### src/rtl/avks_pkg.sv
`default_nettype none
package avks_pkg;

  localparam int STATE_FRAC_BITS = 16;
  localparam int COV_FRAC_BITS   = 40;
  localparam int CFG_W           = 47;
  localparam int IDX_W           = 3;

  // multiplier operand and result
  typedef logic signed [49:0] mop_t;
  typedef logic signed [57:0] mres_t;

  typedef enum logic [1:0] {
    SH_16,
    SH_32,
    SH_33,
    SH_COV
  } shift_t;

  typedef struct packed {
    logic   start;
    shift_t shift;
  } mul_req_t;

  typedef enum logic [IDX_W-1:0] {
    REG_SAMPLE_PERIOD = 3'd0,
    REG_Q_ALT         = 3'd1,
    REG_Q_CROSS       = 3'd2,
    REG_Q_VEL         = 3'd3,
    REG_R_MEAS        = 3'd4,
    REG_STILL_ALT     = 3'd5,
    REG_STILL_ACC     = 3'd6,
    REG_DAMP_FACTOR   = 3'd7
  } reg_idx_t;

  localparam logic [56:0] LIMP = 57'(1) << 56;
  localparam logic [47:0] LIM48 = 48'h7FFF_FFFF_FFFF;
  localparam logic signed [47:0] COV_RESET = 48'(10) << COV_FRAC_BITS;

  localparam logic signed [59:0] MAX32_W = 60'sd2147483647;
  localparam logic signed [59:0] MIN32_W = -60'sd2147483648;
  localparam logic signed [59:0] MAX48_W = 60'sd140737488355327;
  localparam logic signed [59:0] MIN48_W = -60'sd140737488355328;

  function automatic logic signed [31:0] sat32(input logic signed [59:0] v);
    if (v > MAX32_W) return MAX32_W[31:0];
    if (v < MIN32_W) return MIN32_W[31:0];
    return v[31:0];
  endfunction

  function automatic logic signed [47:0] sat48(input logic signed [59:0] v);
    if (v > MAX48_W) return MAX48_W[47:0];
    if (v < MIN48_W) return MIN48_W[47:0];
    return v[47:0];
  endfunction

  function automatic logic [49:0] mag50(input logic signed [49:0] v);
    return v[49] ? 50'(-v) : 50'(v);
  endfunction

  function automatic logic [47:0] mag48(input logic signed [47:0] v);
    return v[47] ? 48'(-v) : 48'(v);
  endfunction

endpackage
`default_nettype wire

### src/rtl/avks_mul.sv
`default_nettype none
// sign-magnitude multiplier, one 16-bit digit of b per cycle, then shift and clip
module avks_mul (
  input  wire logic              clk,
  input  wire logic              rst,
  input  wire avks_pkg::mul_req_t req,
  input  wire avks_pkg::mop_t    a,
  input  wire avks_pkg::mop_t    b,
  output logic                   done,
  output avks_pkg::mres_t        res
);
  import avks_pkg::*;

  logic [49:0]  xm;
  logic [63:0]  ym;
  logic [99:0]  acc;
  logic         neg;
  shift_t       sh;
  logic [1:0]   cnt;
  logic         busy;
  logic         post;
  logic [65:0]  prod;
  logic [99:0]  shifted;
  logic [56:0]  clipped;
  mres_t        mres;

  assign prod = xm * ym[63:48];

  always_comb begin
    case (sh)
      SH_16:   shifted = acc >> 16;
      SH_32:   shifted = acc >> 32;
      SH_33:   shifted = acc >> 33;
      SH_COV:  shifted = acc >> COV_FRAC_BITS;
      default: shifted = acc;
    endcase
    clipped = (shifted > 100'(LIMP)) ? LIMP : shifted[56:0];
    mres    = mres_t'({1'b0, clipped});
  end

  always_ff @(posedge clk) begin
    if (rst) begin
      busy <= 1'b0;
      post <= 1'b0;
      done <= 1'b0;
    end else begin
      done <= 1'b0;
      if (req.start) begin
        xm   <= mag50(a);
        ym   <= {14'b0, mag50(b)};
        acc  <= '0;
        neg  <= a[49] ^ b[49];
        sh   <= req.shift;
        cnt  <= '0;
        busy <= 1'b1;
      end else if (busy) begin
        acc <= {acc[83:0], 16'b0} + 100'(prod);
        ym  <= {ym[47:0], 16'b0};
        cnt <= cnt + 2'd1;
        if (cnt == 2'd3) begin
          busy <= 1'b0;
          post <= 1'b1;
        end
      end else if (post) begin
        post <= 1'b0;
        done <= 1'b1;
        res  <= neg ? -mres : mres;
      end
    end
  end

endmodule
`default_nettype wire

### config.mk
export PLATFORM = sky130hd
export DESIGN_NAME = avks_mul
export DESIGN_NICKNAME = d
export VERILOG_FILES = /design/src/rtl/avks_pkg.sv /design/src/rtl/avks_mul.sv
export SDC_FILE = /design/constraint.sdc
export NUM_CORES = 2
export LEC_CHECK = 0
export BUFFER_PORTS_ARGS = -buffer_cell sky130_fd_sc_hd__buf_2
export CORE_MARGIN = 2
export CORE_UTILIZATION = 25
export CTS_BUF_LIST = sky130_fd_sc_hd__clkbuf_4 sky130_fd_sc_hd__clkbuf_8
export CTS_CLUSTER_SIZE = 25
export DETAILED_ROUTE_END_ITERATION = 8
export SETUP_SLACK_MARGIN = 0.2
export SYNTH_ARGS = -nofsm -noshare
export SYNTH_HDL_FRONTEND = slang
export SYNTH_SLANG_ARGS = --single-unit
export TNS_END_PERCENT = 5
### constraint.sdc
create_clock -name clk -period 9.1 [get_ports clk]
set_input_delay 0.455 -clock clk [delete_from_list [all_inputs] [get_ports clk]]
set_output_delay 0.455 -clock clk [all_outputs]
set_load 0.01 [all_outputs]
# ---- Word level (Yosys, flattened, before mapping)
# Index checks and enable logic that the tools add are counted.
dict set report classes {
  n_bitwise 4
  magnitude_cmp 1
  eq_ne 5
  n_mux 15
  addsub 5
  n_mul 1
  n_reduce_logical 7
}
# cell n
set op_table {}
lappend op_table {{100-bit case mux with 4 select lines} 1}
lappend op_table {{57-bit two-way mux} 2}
lappend op_table {{100-bit by 66-bit adder with 100-bit output} 1}
lappend op_table {{100-bit by 57-bit > comparator with 1-bit output (second input constant)} 1}
lappend op_table {{100-bit two-way mux} 1}
lappend op_table {{50-bit two-way mux} 2}
lappend op_table {{50-bit negator} 2}
lappend op_table {{50-bit by 16-bit multiplier with 66-bit output} 1}
lappend op_table {{64-bit two-way mux} 1}
lappend op_table {{57-bit negator with 58-bit output} 1}
lappend op_table {{49-bit two-way mux} 1}
lappend op_table {{2-bit == test (second input constant)} 3}
lappend op_table {{1-bit two-way mux} 6}
lappend op_table {{2-bit AND reduction} 3}
lappend op_table {{4-bit AND reduction} 1}
lappend op_table {{1-bit NOT} 3}
lappend op_table {{3-bit OR reduction} 1}
lappend op_table {{2-bit by 1-bit adder with 2-bit output (second input constant)} 1}
lappend op_table {{2-bit by 1-bit == test with 1-bit output (second input constant)} 1}
lappend op_table {{2-bit zero test} 1}
lappend op_table {{2-bit two-way mux} 1}
lappend op_table {{2-bit by 1-bit inequality test with 1-bit output (second input constant)} 1}
lappend op_table {{2-bit nonzero test} 1}
lappend op_table {{1-bit bitwise XOR} 1}
dict set report word_totals {
  word_cells 51
  inputBits 105
  reg_bits 280
  output_inout_bits 59
}

# ---- Longest topological paths before layout
dict set report logic_depth {
  ltp_word 6
  mapped_depth 27
  ltp_nobuf 23
}

# ---- Worst setup path before layout
# No wires, ideal clock.
dict set report synth_path {
  path_kind {input port to flip-flop}
  startpoint {in req[2] in the netlist's numbering}
  endpoint {reg res[0] (enable)}
  setup_ns 0.640
  path_stages 2
  setup_slack_ns 1.825
  path_buffers 1
  arrival_ns 6.635
  required_time_ns 8.460
  path_cell_list {clkbuf_1 > nor4b_1}
}
dict set report synth_via {
  elab_chain_cells 2
}
# element line_no
set synth_rtl {}
lappend synth_rtl {{from (decl)} avks_mul.sv:6} ;# input wire avks_pkg::mul_req_t req,
lappend synth_rtl {{1-bit NOT (no source line)} n/a}
lappend synth_rtl {{4-bit AND reduction (no source line)} n/a}
lappend synth_rtl {{to (signal assigned)} avks_mul.sv:67} ;# res <= neg ? -mres : mres;
lappend synth_rtl {{to (decl)} avks_mul.sv:10} ;# output avks_pkg::mres_t res
# No other way between the ends.
# A chain may end at the register's enable or synchronous reset.

# ---- Worst setup path after layout
dict set report layout_path {
  startpoint {reg ym[53]}
  endpoint {reg acc[86], data pin}
}
dict set report layout_via {
  elab_chain_cells 3
}
# element line_no
set layout_rtl {}
lappend layout_rtl {{from (decl)} avks_mul.sv:15} ;# logic [63:0] ym;
lappend layout_rtl {{from (signal assigned)} avks_mul.sv:50} ;# ym <= {14'b0, mag50(b)};
lappend layout_rtl {{from (signal assigned)} avks_mul.sv:58} ;# ym <= {ym[47:0], 16'b0};
lappend layout_rtl {{50-bit by 16-bit multiplier with 66-bit output} avks_mul.sv:27} ;# assign prod = xm * ym[63:48];
lappend layout_rtl {{100-bit by 66-bit adder with 100-bit output} avks_mul.sv:57} ;# acc <= {acc[83:0], 16'b0} + 100'(prod);
lappend layout_rtl {{100-bit two-way mux} avks_mul.sv:56} ;# end else if (busy) begin
lappend layout_rtl {{to (signal assigned)} avks_mul.sv:57}
lappend layout_rtl {{to (decl)} avks_mul.sv:16} ;# logic [99:0] acc;
# No other way between the ends. The select of a mux whose other input is x is not followed.

==> results_dict.tcl <==
set metrics [dict create \
    ctsHtreeMaxLevel 2 \
    final_common_cell "inv_1" \
    synthToLayoutAreaGrowth_pct 10.43 \
    coreArea_um2 169700 \
    grt_pass1_vias 34500 \
    rr_startpoint "ym[53]" \
    port_buffers 163 \
    cts_root_buf "clkbuf_8" \
    drtIter0Drc 2310 \
    post-place-cells 6802 \
    clock_skew_ps 47.43 \
    maxSlewViolCount 0 \
    final-hold-violation-count 0 \
    path_max_fanout 30 \
    cts_tree "yes" \
    drtAntennaViolNets 0 \
    grt_max_degree 101 \
    clock_latency_ps 710 \
    syn_nets 5596 \
    synth_warnings 0 \
    grt_use_total 0.1526 \
    layout_min_cycle_time_ps 8690 \
    place_congestion 0.9160 \
    ys_types 78 \
    crit_type "reg2reg" \
    reg2reg_slack_ps 410 \
    initial_core_util 0.2521 \
    critPathArrivalTime_ps 9210 \
    final_cells 6911 \
    grt_setup_unrepaired "false" \
    ys_ff_latch 280 \
    r2r_end "acc[86]" \
    ios 164 \
    wl_per_cell_um 18.93 \
    grt_pass1_wl_um 207500 \
    num_rows 151 \
    setup_viol 0 \
    synth_ff_type "edfxtp_1" \
    final_cell_mix "inv_1, fa_1, nand2_1" \
    syn_avg_cell_area_um2 9.271 \
    design.die.area_um2 174400 \
    final.period_utilization 0.9549 \
    numCtsBuffers 52 \
    dp_hpwl_um 103100 \
    start_kind "flop" \
    max_freq_mhz 115.1 \
    path_clk_slew_ps 80 \
    crit_path_end_kind "flop" \
    clock_sinks 280 \
    finalSetupTns_ps 0 \
    hold_ws_ps 74.49 \
    seq_area_frac_synth 0.1959 \
    status "completed" \
    hold_path.class "in2reg" \
    vias 32720 \
    grt_overflow 0 \
    tightest_slew_ps 1206 \
    synth_edf_count 277 \
    cap_violations 0 \
    die_w_um 417.6 \
    hold_start "a[31]" \
    antenna_found_initial 14 \
    synthArstFlopShare 0 \
    whs_path_depth 2 \
    drt-pass1-iter-count 5 \
    synthCells 4613 \
    drt_wl_total_um 130800 \
    vias_per_cell 4.735 \
    final_util 0.2784 \
    r2r_cells 24 \
    post-route-drc-count 0 \
    slew_headroom 0.1928 \
    clockBufferDepth 3 \
    fp.dieH_um 417.6 \
    min_to "xm[31]" \
    fin_nets 5628 \
    drive_gt1_frac 0.08835 \
    synthesis.area_um2 42770 \
    critPathRequiredTime_ps 9620 \
]
==> state kept, by name, summed over array words and instances (netlist names) <==
signal / count
acc: 100
busy: 1
cnt: 2
done: 1
neg: 1
post: 1
res: 58
sh: 2
xm: 50
ym: 64
==> layout make-up <==
type,instances,area (um2)
antenna,7,17.52
clock buffer,65,813.3
clock inverter,30,372.9
fill,17950,122400
inverter,935,3515
multi-input combinational,3154,29950
sequential,280,8378
tap,2218,2775
timing repair buffer,222,1403
==> logic make-up (layout without fill, tap and decap cells) <==
group	count (synthesis)	in the layout	synth area share
simple gates	1510	1510	0.1688
xor+xnor	177	177	0.03625
buf+inv	1179	1252	0.1042
other cells	0	7	0
fa+ha+maj	878	878	0.3832
compound gates	511	511	0.07644
flops	280	280	0.1959
mux	78	78	0.03511
==> metrics by stage <==
| step | instance area (um2) | setup slack, ps |
|---|---|---|
| global placement | 45950 | 413.7 |
| floorplan | 42770 | 1825 |
| detailed placement | 45950 | 349.2 |
| CTS | 47190 | 282.2 |
| finish | 47230 | 410.3 |
| global route | 47230 | 143.2 |
==> layer usage <==
layer | vias to the layer above | share of wire | global-route usage
met3 | 229 | 0.055 | 0.01714
met4 | 12 | 0.051 | 0.07098
met1 | 16790 | 0.40 | 0.1945
met5 | - | 0.00059 | 0
li1 | 14530 | - | -
met2 | 1166 | 0.49 | 0.2585
==> critical path, stage by stage, from the launching register on <==
cell and delay (ps):
edfxtp_1 720, buf_12 310, and2_1 190, fa_1 500, inv_1 60, fa_1 500
fa_1 510, inv_1 50, fa_1 480, fa_1 560, inv_1 60, fa_1 580
inv_1 60, ha_1 460, nand4_1 250, nor2_1 190, o2111ai_1 190, a2111oi_1 890
buf_4 250, o31ai_1 120, a21oi_1 370, o311ai_1 170, buf_4 220, or4b_2 610
a21oi_1 160
==> worst max path at each step <==
stage	from	to	slack, ps	depth (start not counted)
after detailed placement	ym[63]	acc[85]	350	20
after floorplan	req[2]	res[0]	1820	2
after CTS	ym[63]	acc[85]	280	20
after global placement	ym[63]	acc[86]	410	22
final	ym[53]	acc[86]	410	24
after global routing	ym[53]	acc[86]	140	24
==> timing repair <==
item                       4_1_cts  5_1_grt
setup endpoints to repair        0       17
hold buffers                     5        0
resized for setup                0        2
buffers inserted                 0        2
hold endpoints to repair         5        0
==> cell usage after synthesis, types with 19 or more instances <==
master | instances | area share
or2_2 | 19 | 0.0028
clkbuf_1 | 220 | 0.019
a21oi_1 | 155 | 0.018
o21ai_0 | 116 | 0.014
nand4_1 | 24 | 0.0035
o31ai_1 | 53 | 0.0093
ha_1 | 158 | 0.046
a21o_1 | 34 | 0.0060
nor2b_1 | 47 | 0.0069
nand2_1 | 684 | 0.060
nor2_1 | 201 | 0.018
and2_1 | 299 | 0.044
inv_1 | 934 | 0.082
nand3_1 | 44 | 0.0051
xor2_1 | 85 | 0.017
xnor2_1 | 92 | 0.019
mux4_2 | 56 | 0.029
or4_1 | 30 | 0.0053
edfxtp_1 | 277 | 0.19
o21bai_1 | 21 | 0.0037
nor3_1 | 44 | 0.0051
nor4_1 | 20 | 0.0029
fa_1 | 720 | 0.34
or3_1 | 42 | 0.0061
Power is left out: the tool's default activity adds up to more than one toggle a clock period on the data nets, which glitch-free logic cannot reach.
