==> src/rtl/avks_pkg.sv <==
`default_nettype none
package avks_pkg;

  localparam int STATE_FRAC_BITS = 16;
  localparam int COV_FRAC_BITS   = 40;
  localparam int CFG_W           = 47;
  localparam int IDX_W           = 3;

  // multiplier operand and result
  typedef logic signed [49:0] mop_t;
  typedef logic signed [57:0] mres_t;

  typedef enum logic [1:0] {
    SH_16,
    SH_32,
    SH_33,
    SH_COV
  } shift_t;

  typedef struct packed {
    logic   start;
    shift_t shift;
  } mul_req_t;

  typedef enum logic [IDX_W-1:0] {
    REG_SAMPLE_PERIOD = 3'd0,
    REG_Q_ALT         = 3'd1,
    REG_Q_CROSS       = 3'd2,
    REG_Q_VEL         = 3'd3,
    REG_R_MEAS        = 3'd4,
    REG_STILL_ALT     = 3'd5,
    REG_STILL_ACC     = 3'd6,
    REG_DAMP_FACTOR   = 3'd7
  } reg_idx_t;

  localparam logic [56:0] LIMP = 57'(1) << 56;
  localparam logic [47:0] LIM48 = 48'h7FFF_FFFF_FFFF;
  localparam logic signed [47:0] COV_RESET = 48'(10) << COV_FRAC_BITS;

  localparam logic signed [59:0] MAX32_W = 60'sd2147483647;
  localparam logic signed [59:0] MIN32_W = -60'sd2147483648;
  localparam logic signed [59:0] MAX48_W = 60'sd140737488355327;
  localparam logic signed [59:0] MIN48_W = -60'sd140737488355328;

  function automatic logic signed [31:0] sat32(input logic signed [59:0] v);
    if (v > MAX32_W) return MAX32_W[31:0];
    if (v < MIN32_W) return MIN32_W[31:0];
    return v[31:0];
  endfunction

  function automatic logic signed [47:0] sat48(input logic signed [59:0] v);
    if (v > MAX48_W) return MAX48_W[47:0];
    if (v < MIN48_W) return MIN48_W[47:0];
    return v[47:0];
  endfunction

  function automatic logic [49:0] mag50(input logic signed [49:0] v);
    return v[49] ? 50'(-v) : 50'(v);
  endfunction

  function automatic logic [47:0] mag48(input logic signed [47:0] v);
    return v[47] ? 48'(-v) : 48'(v);
  endfunction

endpackage
`default_nettype wire

==> src/rtl/avks_div.sv <==
`default_nettype none
// restoring divider, one quotient bit per cycle, quotient in cov fraction format
module avks_div (
  input  wire logic               clk,
  input  wire logic               rst,
  input  wire logic               start,
  input  wire logic signed [47:0] num,
  input  wire logic [47:0]        den,
  output logic                    done,
  output logic signed [47:0]      quo
);
  import avks_pkg::*;

  logic [47:0] n_mag;
  logic [47:0] r;
  logic [47:0] d;
  logic [47:0] q;
  logic [COV_FRAC_BITS-33:0] nb;
  logic [5:0]  cnt;
  logic        neg;
  logic        busy;
  logic        post;
  logic [48:0] rs;
  logic        ge;
  logic [47:0] qmag;

  assign n_mag = mag48(num);
  assign rs    = {r, nb[COV_FRAC_BITS-33]};
  assign ge    = rs >= {1'b0, d};
  assign qmag  = q[47] ? LIM48 : q;

  always_ff @(posedge clk) begin
    if (rst) begin
      busy <= 1'b0;
      post <= 1'b0;
      done <= 1'b0;
    end else begin
      done <= 1'b0;
      if (start) begin
        neg <= num[47];
        d   <= den;
        // quotient would not fit: saturate right away
        if ({8'b0, n_mag} >= {den, 8'b0}) begin
          q    <= '1;
          post <= 1'b1;
        end else begin
          r    <= 48'(n_mag >> 8);
          nb   <= n_mag[7:0];
          q    <= '0;
          cnt  <= 6'd47;
          busy <= 1'b1;
        end
      end else if (busy) begin
        r   <= ge ? 48'(rs - {1'b0, d}) : rs[47:0];
        nb  <= {nb[COV_FRAC_BITS-34:0], 1'b0};
        q   <= {q[46:0], ge};
        cnt <= cnt - 6'd1;
        if (cnt == 6'd0) begin
          busy <= 1'b0;
          post <= 1'b1;
        end
      end else if (post) begin
        post <= 1'b0;
        done <= 1'b1;
        quo  <= neg ? -$signed(qmag) : $signed(qmag);
      end
    end
  end

endmodule
`default_nettype wire

==> config.mk <==
export PLATFORM = sky130hd
export DESIGN_NAME = avks_div
export DESIGN_NICKNAME = d
export VERILOG_FILES = /design/src/rtl/avks_pkg.sv /design/src/rtl/avks_div.sv
export SDC_FILE = /design/constraint.sdc
export NUM_CORES = 1
export LEC_CHECK = 0
export BUFFER_PORTS_ARGS = -buffer_cell sky130_fd_sc_hd__buf_2
export CORE_MARGIN = 2
export CORE_UTILIZATION = 40
export DETAILED_ROUTE_END_ITERATION = 12
export GPL_TIMING_DRIVEN = 0
export PLACE_DENSITY_LB_ADDON = 0.05
export SETUP_SLACK_MARGIN = 0.4
export SYNTH_ARGS = -nofsm -noshare
export SYNTH_HDL_FRONTEND = slang
export SYNTH_SLANG_ARGS = --single-unit
==> constraint.sdc <==
create_clock -name clk -period 16.8 [get_ports clk]
set_input_delay 2.52 -clock clk [delete_from_list [all_inputs] [get_ports clk]]
set_output_delay 2.52 -clock clk [all_outputs]
set_load 0.03 [all_outputs]
# == Yosys cells after proc, flatten, opt, wreduce, memory -nomap -nowiden ==
# Index checks and enable logic that the tools add are counted.
# classes
n_addsub,4
n_mul,0
n_div,0
order_cmp,2
n_eq_ne,3
n_shift,0
n_mux,25
bitwise,3
n_reduce_logical,8
# op_table
operator,n
48-bit 2-to-1 mux,9
48-bit by 56-bit >= comparator with 1-bit output,1
49-bit by 48-bit >= comparator with 1-bit output,1
47-bit negator with 48-bit output,1
48-bit negator,1
48-bit subtractor,1
47-bit 2-to-1 mux,1
8-bit 2-to-1 mux,3
6-bit 2-to-1 mux,3
1-bit 2-to-1 mux,9
6-bit zero test,1
2-bit AND reduction,3
"6-bit by 1-bit subtractor with 6-bit output, second input constant",1
4-bit AND reduction,1
"3-bit by 2-bit != test with 1-bit output, second input constant",1
1-bit NOT,3
3-bit AND reduction,1
3-bit OR reduction,1
"2-bit by 1-bit != test with 1-bit output, second input constant",1
"2-bit != test, second input constant",1
2-bit nonzero test,1
# totals
regBits,210
latchBits,0
ramBits,0
rom_bits,0
in_bits,99
output_inout_bits,49
elab_cells,55
memories,0

# == Longest topological paths before layout ==
# logic_depth
depth_word,5
mapped_depth,19
depth_no_buf,18

# == Worst setup path after synthesis ==
# OpenSTA, ideal clock, no wires.
# synth_path
kind,in2reg
from,input port start
to,"register quo[0], enable pin"
arrival_time_ns,8.107
slack_ns,8.101
path_stages,4
path_buffers,3
cell_sequence,clkbuf_1 > clkbuf_1 > clkbuf_1 > nor4b_1
# synth_between
elab_chain_len,2
# synth_lines
element,line,rtl
start: declaration,avks_div.sv:6,"input wire logic start,"
1-bit NOT (no source line),-,
4-bit AND reduction (no source line),-,
end signal: assignment,avks_div.sv:65,quo <= neg ? -$signed(qmag) : $signed(qmag);
end: declaration,avks_div.sv:10,output logic signed [47:0] quo
# No other way between the ends.
# A chain may end at the register's enable or synchronous reset.

# == Worst setup path in the final report ==
# layout_path
from,input port num[0]
to,"register r[38], enable pin"
# layout_between
elab_chain_len,5
# layout_lines
element,line,rtl
start: declaration,avks_div.sv:7,"input wire logic signed [47:0] num,"
48-bit negator,avks_pkg.sv:62,return v[47] ? 48'(-v) : 48'(v);
48-bit 2-to-1 mux *,avks_pkg.sv:62,
48-bit by 56-bit >= comparator with 1-bit output *,avks_div.sv:43,"if ({8'b0, n_mag} >= {den, 8'b0}) begin"
2-bit != test (no source line) *,-,
3-bit AND reduction (no source line) *,-,
end signal: assignment,avks_div.sv:47,r <= 48'(n_mag >> 8);
end signal: assignment,avks_div.sv:54,"r <= ge ? 48'(rs - {1'b0, d}) : rs[47:0];"
end: declaration,avks_div.sv:15,logic [47:0] r;
# Every way passes the cells marked *; elsewhere a longest branch is shown, timed or not.

==> impl_summary.txt <==
----------------------------------------------------
[Global routing]
  Number of antenna violations at the first check in global routing ... 0
  Global Route Usage Sum ... between 20 and 25%
  First-pass GRT wire length ... 67300 um
  Number of global-route vias before repair ... 12000
  Maximum number of pins on one net before global-route repair ... 47
  Aggregate global routing overflow ... 0

[Routing]
  Routed wire length ... roughly 43000 um
  Detail-routed net length per standard cell ... around 20 um
  Iter 0 DRT Violations ... 859
  DRC viols ... 0
  Via count ... 12200
  Number of vias per cell after detailed routing ... 5.49
  Number of nets with antenna violations after routing ... 0
  First-pass iteration count of the detailed router ... 5

[Layout]
  Net count of the finished layout ... 1932
  Share of final-layout standard cells stronger than drive strength 1 ... 12.0%
  Number of fill cells in the layout ... 3477
  Final core area utilization ... ~47%
  Inserted Diodes ... 0
  Area grow syn2layout ... 15.8%

[STA]
  Min Tclk post-route ... 8010 ps
  Least-Margin Pin Slew ... 1100 ps
  Max Transition Viols Final ... 0
  Largest clock skew in the final design ... 11.5 ps
  Slew headroom ... 26.3%
  Number of setup violations in the final report ... 0
  Setup tns final ... 0 ps
  Hold Violations, Final ... 0
  Final clock period utilization by the worst path ... 47.7%
  Highest clock rate ... 125 MHz
  Setup repair after global routing missed its margin ... false

[Clock network]
  Clock tree from TritonCTS ... built
  Hold buffer count at CTS ... 0
  Bufs on Longest Clock Path ... 3
  Post-CTS Repair Setup Buffers ... 0
  Htree depth ... 1
  Master cell of the clock root buffer ... clkbuf_16
  Clock latency at the later pin of the worst-skew pair ... 540 ps
  TritonCTS Buffers ... 26
  Number of sinks driven by the clock tree ... 210
  Number of instances resized during post-cts repair ... 0
  Clock-pin slew of the registers on the worst-case setup and hold paths ... 60 ps

[Power and ir drop]
  Sequential fraction of design power ... 40.3%
  Worst voltage drop across the vdd grid ... between 0.00007 and 0.00008 V
  Gate power share ... 25.9%
  Static leakage power ... ~6.7 nW
  Power per cell area ... 95.2 mW/mm^2
  Total chip power ... roughly 1.6 mW
  Sw Pwr ... 499 uW
  Cell Int Power ... 1.09 mW
  Net switching fraction of the power ... 31.5%
  Fraction of power consumed by the clock network ... 33.8%

[Setup path]
  Reg2reg path depth ... 12
  Worst EP required ... 17020 ps
  Type of element capturing the critical path ... flip-flop
  Type of element launching the critical path ... input port
  Critical register-to-register path endpoint ... r[41]$_SDFFCE_PP0P_
  Largest driver fanout on the critical path ... 46
  Arr. time, crit path ... around 8200 ps
  Startpoint of the worst register-to-register path ... r[1]$_DFFE_PP_
  Register-to-Register Setup Slack ... 12030 ps
  Critical path class ... input port to flip-flop

[Synthesis]
  Average cell area after synthesis ... 9.24 um^2
  Synthesized area ... 0.0144 mm^2
  #FFs+latches synth ... 210
  Number of enable flip-flop cells after synthesis ... between 200 and 250
  Distinct cell type count of the synthesized netlist ... 70
  Count of yosys warnings during synthesis ... 0
  Fraction of registers with async set/reset ... 0%
  Part of the Yosys area used for sequential elements ... 43.7%
  Post-Synthesis Net Count ... 1748
  Post-synthesis instance total ... 1555
  Leading register cell type out of synthesis ... edfxtp_1

[Run status]
  Status ... finished, final reports clean

[Hold path]
  Worst min-delay path startpoint ... post$_SDFFE_PP0P_
  Number of cells traversed by the worst hold path ... 1
  Hold WC Path Type ... flip-flop to flip-flop
  Terminating pin of the worst hold path ... done$_SDFF_PP0_

[Die]
  Top-Level Pins ... around 150
  Effective utilization at floorplan ... 40.5%
  Area of the core ... around 0.035 mm^2
  Full die area ... between 0.03 and 0.04 mm^2
  X dimension of the die ... approximately 190 um
  Number of standard-cell rows in the floorplan ... 69
  Chip Height ... 193 um

[Placed design]
  HPWL reported at the end of detailed placement ... 34000 um
  Port Buffer Count ... 146
  Final GP Congestion ... 0.912

[Job]
  Max-cap viol count ... 0

----------------------------------------------------
-- power by group through the flow --
stage | clock network (mW) | logic (mW) | registers (mW)
2_1_floorplan | 0 | 0.283 | 0.644
3_5_place_dp | 0 | 0.404 | 0.650
3_3_place_gp | 0 | 0.398 | 0.651
4_1_cts | 0.548 | 0.407 | 0.639
6_report | 0.535 | 0.410 | 0.639
5_1_grt | 0.569 | 0.455 | 0.642
-- worst max path at each step --
stage | startpoint | end | slack [ps] | cells after the start
after floorplan | start | quo[0]$_DFFE_PP_ | 8100 | 4
after global placement | start | quo[22]$_DFFE_PP_ | 5380 | 4
after detailed placement | num[1] | r[39]$_DFFE_PP_ | 8120 | 20
after CTS | num[1] | r[37]$_DFFE_PP_ | 8660 | 20
after global routing | num[0] | r[38]$_DFFE_PP_ | 8270 | 20
final | num[0] | r[38]$_DFFE_PP_ | 8790 | 20
-- cells by family (layout without fill, tap and decap cells) --
family | after synthesis | count (layout) | share of synthesized area (%)
flops | 210 | 210 | 43.7
fa+ha+maj | 94 | 94 | 8.24
simple gates | 450 | 450 | 15.3
mux | 8 | 8 | 0.566
buf+inv | 234 | 436 | 6.12
xor+xnor | 112 | 112 | 6.83
compound gates | 447 | 447 | 19.3
-- flip-flops by register name, summed over array words and instances (netlist names), 6 cells and up --
name and flops:
cnt 6, d 48, nb 8, q 48, quo 48, r 48
-- cell usage after synthesis (5+ instances only) --
cell type,n,area share (%)
a211o_1,5,0.30
a211oi_1,16,0.84
a21o_1,29,1.5
a21oi_1,132,4.6
a31oi_1,16,0.70
a32oi_1,5,0.30
and2_1,5,0.22
and3_1,8,0.35
buf_1,10,0.26
clkbuf_1,63,1.6
edfxtp_1,207,43
ha_1,93,8.1
inv_1,160,4.2
mux2i_1,7,0.49
nand2_1,114,3.0
nand2b_1,14,0.61
nand3_1,26,0.91
nand4_1,32,1.4
nor2_1,144,3.8
nor2b_1,13,0.57
nor3_1,31,1.1
nor4_1,15,0.65
o211ai_1,10,0.52
o21a_1,18,0.94
o21ai_0,133,4.6
o21bai_1,12,0.63
o31ai_1,19,0.99
o41ai_1,9,0.55
or2_2,5,0.22
or3_1,9,0.39
or4_1,12,0.63
xnor2_1,69,4.2
xor2_1,43,2.6
-- cell type report --
class                   count  area, um^2  share of cell area, %
clock inverters            14         130                  0.782
multi-input cells        1111        7220                   43.4
repair buffers            156         878                   5.28
flip-flops and latches    210        6280                   37.7
plain buffers              73         274                   1.65
well taps                 461         577                   3.47
inverters                 161         604                   3.63
clock buffers              32         673                   4.05
-- worst max-delay path: stages --
cell      delay (ps)
buf_2            100
inv_1             90
ha_1             200
nor2b_1          250
nand3_1          220
nor4_1           560
nand4_1          410
or3_1            480
o21ai_0          470
xnor2_1          190
ha_1             270
a21o_1           160
a21oi_1          130
o21ai_0          150
a21oi_1          260
inv_1            100
o211ai_1         490
clkbuf_1         390
and2_4           430
buf_16           300
-- cells in the final DEF (no fill, tap or decap), drive strengths merged, types with 7 or more instances in the layout --
cell type	instances
a211oi	16
a21oi	132
edfxtp	207
clkinv	11
a31oi	16
buf	166
xor2	43
nand2b	14
nor2	144
or4	15
o41ai	10
o211ai	10
o31ai	20
o21a	18
nor3	31
inv	160
and3	8
or3	10
a21o	29
clkbuf	95
xnor2	69
nand2	114
nand3	26
nand4	32
mux2i	7
o21ai	133
o21bai	12
nor2b	13
ha	93
nor4	17
-- through the flow --
stage / hold WS (ps) / instances / setup slack, ps / instance area [um^2]
after detailed placement: 507 / 2172 / 8120 / 15800
after global routing: 536 / 2218 / 8270 / 16600
after global placement: 473 / 2162 / 5380 / 15700
after floorplan: 443 / 1555 / 8100 / 14400
after CTS: 523 / 2218 / 8660 / 16600
final: 520 / 2218 / 8790 / 16600
-- routing by layer --
metal	track usage [%]	vias up	part of all wire [%]
li1	-	6017	-
met3	2.93	63	4.6
met1	30.5	5749	46
met4	6.25	0	2.6
met2	37.8	351	47
met5	0	-	0
(Power assumes the default switching activity.)
